$ cat src/rtl/mtwc_pkg.sv
// shared types, codes and constants for the triangle window cover block
`default_nettype none
package mtwc_pkg;

    localparam int MAX_LEGS_DEF   = 64;
    localparam int MAX_WINDOW_DEF = 256;
    localparam int COORD_W        = 32;
    localparam int OUT_LEN_W      = 9;

    // item operation codes
    localparam logic [1:0] OP_CLEAR = 2'd0;
    localparam logic [1:0] OP_WAYPT = 2'd1;
    localparam logic [1:0] OP_LINE  = 2'd2;

    // orientation sign codes
    localparam logic [1:0] ORI_ZERO = 2'd0;
    localparam logic [1:0] ORI_POS  = 2'd1;
    localparam logic [1:0] ORI_NEG  = 2'd2;

    // count sweep kinds
    localparam logic [1:0] SWK_EVICT = 2'd0;
    localparam logic [1:0] SWK_PUSH  = 2'd1;
    localparam logic [1:0] SWK_POP   = 2'd2;

    typedef struct packed {
        logic signed [COORD_W-1:0] xs;
        logic signed [COORD_W-1:0] ys;
        logic signed [COORD_W-1:0] xe;
        logic signed [COORD_W-1:0] ye;
    } line_t;

    typedef struct packed {
        logic path_clr;
        logic wp_wr;
        logic line_wr;
        logic wp_rd;
        logic diff_en;
        logic diff_pt;
        logic mul_en;
        logic mul_q;
        logic cmp_en;
        logic cmp_ref;
        logic ok_init;
        logic flag_wr;
        logic mask_new;
        logic ring_rd;
        logic ring_ld;
        logic push_ld;
        logic ovf_set;
        logic cnt_rd;
        logic cnt_wr;
        logic cnt_inc;
        logic pop_fin;
        logic push_fin;
        logic best_upd;
        logic out_ld;
    } cmd_t;

    typedef struct packed {
        logic line_last;
        logic size_full;
        logic size_nz;
        logic unc_zero;
        logic sweep_bit;
        logic out_busy;
    } stat_t;

endpackage
`default_nettype wire

$ cat src/rtl/mtwc_ctrl.sv
// controller: sequences orientation tests, count sweeps and window shrinking
`default_nettype none
module mtwc_ctrl #(
    parameter int MAX_LEGS   = mtwc_pkg::MAX_LEGS_DEF,
    parameter int MAX_WINDOW = mtwc_pkg::MAX_WINDOW_DEF
) (
    input  wire  logic                            aclk,
    input  wire  logic                            aresetn,
    input  wire  logic                            s_tvalid,
    input  wire  logic [1:0]                      in_op,
    input  wire  mtwc_pkg::stat_t                 stat,
    input  wire  logic [$clog2(MAX_LEGS+2)-1:0]   wp_count,
    output       logic                            s_tready,
    output       mtwc_pkg::cmd_t                  cmd,
    output       logic [$clog2(MAX_LEGS+1)-1:0]   pt_addr,
    output       logic [((MAX_LEGS > 1) ? $clog2(MAX_LEGS) : 1)-1:0] leg_idx
);
    import mtwc_pkg::*;

    localparam int PCW = $clog2(MAX_LEGS+2);
    localparam int PAW = $clog2(MAX_LEGS+1);
    localparam int KW  = (MAX_LEGS > 1) ? $clog2(MAX_LEGS) : 1;

    localparam logic [4:0] S_IDLE   = 5'd0;
    localparam logic [4:0] S_DIFF   = 5'd1;
    localparam logic [4:0] S_MULP   = 5'd2;
    localparam logic [4:0] S_MULQ   = 5'd3;
    localparam logic [4:0] S_CMP    = 5'd4;
    localparam logic [4:0] S_PSTART = 5'd5;
    localparam logic [4:0] S_FLAG   = 5'd6;
    localparam logic [4:0] S_MASK   = 5'd7;
    localparam logic [4:0] S_EVRD   = 5'd8;
    localparam logic [4:0] S_RINGLD = 5'd9;
    localparam logic [4:0] S_PUSHLD = 5'd10;
    localparam logic [4:0] S_SWEEP  = 5'd11;
    localparam logic [4:0] S_SWWR   = 5'd12;
    localparam logic [4:0] S_SWEND  = 5'd13;
    localparam logic [4:0] S_LOOP   = 5'd14;
    localparam logic [4:0] S_OUT    = 5'd15;

    logic [4:0]     state_reg, state_next;
    logic [1:0]     li_reg, li_next;
    logic [PCW-1:0] pt_reg, pt_next;
    logic [KW-1:0]  k_reg, k_next;
    logic [1:0]     kind_reg, kind_next;
    logic           refm_reg, refm_next;

    always_ff @(posedge aclk) begin
        if (!aresetn) begin
            state_reg <= S_IDLE;
            li_reg    <= 2'd0;
            pt_reg    <= '0;
            k_reg     <= '0;
            kind_reg  <= SWK_PUSH;
            refm_reg  <= 1'b0;
        end else begin
            state_reg <= state_next;
            li_reg    <= li_next;
            pt_reg    <= pt_next;
            k_reg     <= k_next;
            kind_reg  <= kind_next;
            refm_reg  <= refm_next;
        end
    end

    assign pt_addr  = pt_reg[PAW-1:0];
    assign leg_idx  = k_reg;
    assign s_tready = (state_reg == S_IDLE);

    always_comb begin
        state_next = state_reg;
        li_next    = li_reg;
        pt_next    = pt_reg;
        k_next     = k_reg;
        kind_next  = kind_reg;
        refm_next  = refm_reg;
        cmd        = '0;
        cmd.diff_pt = !refm_reg;
        cmd.cmp_ref = refm_reg;
        cmd.cnt_inc = (kind_reg == SWK_PUSH);
        case (state_reg)
            // take items; third line starts the triangle pass
            S_IDLE: begin
                if (s_tvalid) begin
                    case (in_op)
                        OP_CLEAR: cmd.path_clr = 1'b1;
                        OP_WAYPT: cmd.wp_wr = 1'b1;
                        OP_LINE: begin
                            cmd.line_wr = 1'b1;
                            if (stat.line_last) begin
                                state_next = S_DIFF;
                                refm_next  = 1'b1;
                                li_next    = 2'd0;
                            end
                        end
                        default: ;
                    endcase
                end
            end
            // one orientation over four steps
            S_DIFF: begin
                cmd.diff_en = 1'b1;
                state_next  = S_MULP;
            end
            S_MULP: begin
                cmd.mul_en = 1'b1;
                state_next = S_MULQ;
            end
            S_MULQ: begin
                cmd.mul_en = 1'b1;
                cmd.mul_q  = 1'b1;
                state_next = S_CMP;
            end
            S_CMP: begin
                cmd.cmp_en = 1'b1;
                if (li_reg == 2'd2) begin
                    li_next = 2'd0;
                    if (refm_reg) begin
                        pt_next    = '0;
                        state_next = S_PSTART;
                    end else begin
                        state_next = S_FLAG;
                    end
                end else begin
                    li_next    = li_reg + 2'd1;
                    state_next = S_DIFF;
                end
            end
            // per waypoint inside test
            S_PSTART: begin
                if (pt_reg < wp_count) begin
                    cmd.wp_rd   = 1'b1;
                    cmd.ok_init = 1'b1;
                    refm_next   = 1'b0;
                    state_next  = S_DIFF;
                end else begin
                    state_next = S_MASK;
                end
            end
            S_FLAG: begin
                cmd.flag_wr = 1'b1;
                pt_next     = pt_reg + PCW'(1);
                state_next  = S_PSTART;
            end
            S_MASK: begin
                cmd.mask_new = 1'b1;
                state_next   = stat.size_full ? S_EVRD : S_PUSHLD;
            end
            // evict oldest entry of a full window
            S_EVRD: begin
                cmd.ring_rd = 1'b1;
                cmd.ovf_set = 1'b1;
                kind_next   = SWK_EVICT;
                state_next  = S_RINGLD;
            end
            S_RINGLD: begin
                cmd.ring_ld = 1'b1;
                k_next      = '0;
                state_next  = S_SWEEP;
            end
            S_PUSHLD: begin
                cmd.push_ld = 1'b1;
                kind_next   = SWK_PUSH;
                k_next      = '0;
                state_next  = S_SWEEP;
            end
            // walk all legs, update counts of marked ones
            S_SWEEP: begin
                if (stat.sweep_bit) begin
                    cmd.cnt_rd = 1'b1;
                    state_next = S_SWWR;
                end else if (k_reg == KW'(MAX_LEGS-1)) begin
                    state_next = S_SWEND;
                end else begin
                    k_next = k_reg + KW'(1);
                end
            end
            S_SWWR: begin
                cmd.cnt_wr = 1'b1;
                if (k_reg == KW'(MAX_LEGS-1)) begin
                    state_next = S_SWEND;
                end else begin
                    k_next     = k_reg + KW'(1);
                    state_next = S_SWEEP;
                end
            end
            S_SWEND: begin
                if (kind_reg == SWK_PUSH) begin
                    cmd.push_fin = 1'b1;
                    state_next   = S_LOOP;
                end else begin
                    cmd.pop_fin = 1'b1;
                    state_next  = (kind_reg == SWK_EVICT) ? S_PUSHLD : S_LOOP;
                end
            end
            // shrink from the front while every leg is covered
            S_LOOP: begin
                if (stat.unc_zero && stat.size_nz) begin
                    cmd.best_upd = 1'b1;
                    cmd.ring_rd  = 1'b1;
                    kind_next    = SWK_POP;
                    state_next   = S_RINGLD;
                end else begin
                    state_next = S_OUT;
                end
            end
            S_OUT: begin
                if (!stat.out_busy) begin
                    cmd.out_ld = 1'b1;
                    state_next = S_IDLE;
                end
            end
            default: state_next = S_IDLE;
        endcase
    end

endmodule
`default_nettype wire

$ cat config.mk
export PLATFORM = sky130hd
export DESIGN_NAME = mtwc_ctrl
export DESIGN_NICKNAME = d
export VERILOG_FILES = /design/src/rtl/mtwc_pkg.sv /design/src/rtl/mtwc_ctrl.sv
export SDC_FILE = /design/constraint.sdc
export NUM_CORES = 1
export LEC_CHECK = 0
export BUFFER_PORTS_ARGS = -buffer_cell sky130_fd_sc_hd__clkbuf_2
export CAP_MARGIN = 40
export CORE_AREA = 2 2 72 74
export CTS_BUF_LIST = sky130_fd_sc_hd__clkbuf_4 sky130_fd_sc_hd__clkbuf_8 sky130_fd_sc_hd__clkbuf_16
export CTS_CLUSTER_SIZE = 24
export DETAILED_ROUTE_END_ITERATION = 8
export DIE_AREA = 0 0 74 76
export SLEW_MARGIN = 20
export SYNTH_ARGS = -nofsm -noshare
export SYNTH_HDL_FRONTEND = slang
export SYNTH_SLANG_ARGS = --single-unit
$ cat constraint.sdc
create_clock -name aclk -period 3.7 [get_ports aclk]
set_input_delay 0.37 -clock aclk [delete_from_list [all_inputs] [get_ports aclk]]
set_output_delay 0.37 -clock aclk [all_outputs]
set_load 0.005 [all_outputs]
# Yosys cells after proc, flatten, opt, wreduce, memory -nomap -nowiden
# Index checks and enable logic that the tools add are counted.
dict set report word_totals {
  regBits 23
  inputBits 18
  output_inout_bits 38
}
dict set report op_classes {
  addsub 3
  n_lt_le_gt_ge 1
  eq_ne 30
  muxes 60
  reduce_logical 18
}
# op n
set ops {}
lappend ops {{one-hot mux 5 bit (15 select lines)} 1}
lappend ops {{equality test 5 x 4 -> 1 bit, second input constant} 8}
lappend ops {{2-to-1 mux 5 bit} 7}
lappend ops {{2-to-1 mux 1 bit} 27}
lappend ops {{2-to-1 mux 3 bit} 7}
lappend ops {{equality test 5 x 3 -> 1 bit, second input constant} 4}
lappend ops {{one-hot mux 6 bit (3 select lines)} 1}
lappend ops {{2-to-1 mux 2 bit} 8}
lappend ops {{inequality test 2 bit, second input constant} 8}
lappend ops {{2-to-1 mux 7 bit} 2}
lappend ops {{one-hot mux 7 bit (2 select lines)} 1}
lappend ops {{2-to-1 mux 6 bit} 2}
lappend ops {{equality test 5 x 2 -> 1 bit, second input constant} 2}
lappend ops {{AND reduction 5 bit} 2}
lappend ops {{adder 7 x 1 -> 7 bit, second input constant} 1}
lappend ops {{< comparator 7 bit} 1}
lappend ops {{adder 6 x 1 -> 6 bit, second input constant} 1}
lappend ops {{equality test 6 bit, second input constant} 1}
lappend ops {{one-hot mux 2 bit (3 select lines)} 1}
lappend ops {{nonzero test 2 bit} 3}
lappend ops {{nonzero test 3 bit} 2}
lappend ops {{equality test 5 x 1 -> 1 bit, second input constant} 1}
lappend ops {{zero test 5 bit} 1}
lappend ops {{equality test 2 x 1 -> 1 bit, second input constant} 2}
lappend ops {{13 further kinds} 18}

# Depth between registers and ports, before layout
dict set report logic_depth {
  depth_word 4
  depth_mapped 7
}

# Worst setup path after synthesis
# Ideal clock, no wire load.
dict set report synth_timing {
  kind {in2out}
  startpoint {in wp_count[5]}
  endpoint {out cmd[20] in the netlist's numbering}
  t_arrival_ns 1.682
  required_time_ns 3.330
  setup_slack_ns 1.648
  path_stages 7
  n_path_buf 1
  path_cell_list {inv_1 ha_1 and3_1 a221o_1 a31oi_1 and2_1 buf_4}
}
# item line
set synth_lines {}
lappend synth_lines {{start: declaration} mtwc_ctrl.sv:12} ;# input wire logic [$clog2(MAX_LEGS+2)-1:0] wp_count,
lappend synth_lines {{end: declaration} mtwc_ctrl.sv:14} ;# output mtwc_pkg::cmd_t cmd,

==> results.md <==
- Outcome: completed
- Synthesized cell area: 1620 um2
- Post-synth ARST share: 0%
- Ant. Diodes: 0
- Max Fclk: 0.418 GHz
- Initial Util: 32.9%
- Post-cts resize count: 0
- Routability cong.: approximately 0.76
- DR vias: 1565
- RSZ-0062 raised after global routing: no
- Core Rows: 26
- Sink Count: 22
- Crit path launch type: flip-flop
- Die width: 74 um
- DRT Pass-1 Iters: 4
- # hold bufs at CTS: 0
- Power Dens Cells: 409 nW/um2
- Synth unique cells: 51
- Area delta synth->final: 21.3%
- Largest family of logic cells by synthesized area: simple AND/OR/NAND/NOR gates
- Nets: 277
- Post-synthesis compound-gate area fraction: just under 20%
- Num CTS Buffers: 3
- Final wirelength: 3850 um
- Layout cell share with drive strength beyond 1: between 20 and 30%
- Final Cycle Share: 64.7%
- Routed vias/inst: 4.89
- Clock skew: 0.00714 ns
- Final Hold Viols: 0
- Placement Setup Slack: ~1.5 ns
- H-Tree Depth: 1
- Multi-input gate area: between 1000 and 1500 um2
- Kind of critical path: flip-flop to output pin
- Synth top area share: 27.3%
- Remaining antenna violation count after routing: 0
- Hpwl dp: 3010 um
- Post-Synth Adder-Cell Area: 6.20%
- Max rail drop VDD: 0.152 mV
- Sequential area share after synthesis: around 27%
- Setup TNS: 0 ns
- Final critical-path setup slack: 1.31 ns
- Xor and xnor area share after synthesis: 4.88%
- Crit path DAT: 2.02 ns
- Syn_area_per_cell: 7.96 um2
- Fillers: 518
- Worst-Skew Late Latency: between 0.2 and 0.3 ns
- Synth area leader: dfxtp_1
- Core area: 4910 um2
- Vias in the first global route: 1360
- # Max-Cap Violations: 0
- Final Setup Violations: 0
- Global-route wire length before repair: 6280 um
- Synth Flop Type: dfxtp_1
- Worst Hold Class: input port to flip-flop
- Grt ovf: 0
- Synth top area cells: dfxtp_1, ha_1, nor2_1, xor2_1, nand2_1
- Number of flip-flops under the largest register name: 7
- Max-slew violations: 0
- Residual DRC: 0
- Rel. slew slack: 50.8%
- Yosys reg bits: 22
- Simple-gate portion of the synthesized area: a little under a third
- Register area: 440 um2
- I/O pins: 56
- Initial antenna violation count: 0
- Fin crit period: 2.39 ns
- Mapped Cells: 203
- P_leak: 0.971 nW
- Worst setup EP type: output pin
- Mux cell area share after synthesis: approximately 2.6%
- Gr usage total: 13.7%
- Postcts setup bufs: 0
- Clock buffer depth: 2
- Crit path max fanout: 21
- Crit path required time: 3.33 ns
- Port-buffer cells: 55
- Worst-path clk slew: around 0.090 ns
- Die Y-Extent: 76 um
- CTS root buf: clkbuf_8
- Initial DRC Count: 59
- Wire length per cell: about 12 um
- Largest net degree at the start of global routing: 22
- TritonCTS clock tree: done
- YS warnings: 0
- Post-synth EDFFs: 0
- Worst slew pin tran: 0.737 ns
- Die ar.: 5620 um2
- Synthesized Nets: 229
## cell families (layout without fill, tap and decap cells)
kind of cell             Yosys count  in the layout
AO/OA/AOI/OAI                     41             41
XOR/XNOR                           9              9
adder cells (fa/ha/maj)            8              8
buffers and inverters             25             72
flip-flops                        22             22
multiplexers                       4              4
AND/OR/NAND/NOR                   94             94
## cell usage after synthesis (2+ instances only)
| master | count |
|---|---|
| o21ai_0 | 5 |
| nand2b_1 | 5 |
| nor2b_1 | 7 |
| o21a_1 | 2 |
| buf_6 | 4 |
| xor2_1 | 8 |
| buf_4 | 3 |
| ha_1 | 8 |
| inv_2 | 2 |
| and3_1 | 6 |
| a21o_1 | 3 |
| nand4_1 | 3 |
| buf_2 | 3 |
| nor2_1 | 24 |
| a211oi_1 | 2 |
| inv_1 | 11 |
| o31ai_1 | 2 |
| nand2_1 | 18 |
| a21oi_1 | 6 |
| a31oi_1 | 3 |
| nand3_1 | 2 |
| o211a_1 | 2 |
| nor3_1 | 12 |
| dfxtp_1 | 22 |
| o211ai_1 | 3 |
| clkbuf_1 | 2 |
| nor3b_1 | 6 |
| a21boi_0 | 3 |
| and2_1 | 2 |
| mux2i_1 | 3 |
## critical path: stages (launching register included)
cell      delay [ns]
dfxtp_1         0.55
nor4_1          0.65
nand2_1         0.18
nor3b_1         0.23
clkbuf_2        0.14
## stage by stage
| stage | power (mW) | util, % | hold slack [ns] | std cells | area [um2] |
|---|---|---|---|---|---|
| final | 0.801 | 39.9 | 0.462 | 320 | 1960 |
| after global routing | 0.855 | 39.9 | 0.501 | 320 | 1960 |
| after CTS | 0.809 | 39.9 | 0.458 | 320 | 1960 |
| after detailed placement | 0.577 | 38.4 | 0.509 | 316 | 1890 |
| after global placement | 0.575 | 38.4 | 0.501 | 316 | 1890 |
| after floorplan | 0.528 | - | 0.484 | 203 | 1620 |
## power by group
part	switching (mW)	internal, mW
Sequential	0.0676	0.255
Combinational	0.138	0.112
Clock	0.0848	0.145
## worst paths after layout
check | startpoint | to | slack [ns] | cells after the start
setup reg to reg | state_reg[3]$_SDFFE_PN0P_ | leg_idx[5]$_SDFFE_PN0P_ | 1.61 | 4
setup / recovery | state_reg[3]$_SDFFE_PN0P_ | cmd[22] | 1.31 | 4
hold reg to reg | kind_reg[1]$_SDFFE_PN0P_ | kind_reg[1]$_SDFFE_PN0P_ | 0.53 | 1
hold / removal | stat[0] | state_reg[2]$_SDFFE_PN0P_ | 0.46 | 4
## cell type report
class	count	area share (%)
clock buffers	3	2.11
clock inverters	1	1.53
inverters	13	2.49
multi-input cells	156	52.9
flip-flops and latches	22	22.5
well taps	70	4.47
repair buffers	55	14.0
## cells in the final DEF, fill, tap and decap left out, types with 5 or more instances in the layout
master,Yosys,routed
a21oi_1,6,6
and3_1,6,6
clkbuf_2,0,55
dfxtp_1,22,22
ha_1,8,8
inv_1,11,11
nand2_1,18,18
nand2b_1,5,5
nor2_1,24,24
nor2b_1,7,7
nor3_1,12,12
nor3b_1,6,6
o21ai_0,5,5
xor2_1,8,8
## layer usage
layer / share of wire [%] / global-route usage [%]
met1: 50 / 21.1
met2: 44 / 20.5
met3: 5.8 / 1.59
met4: 0.75 / 2.73
met5: 0 / 0
Note: power is estimated with default switching activity, not from simulation.
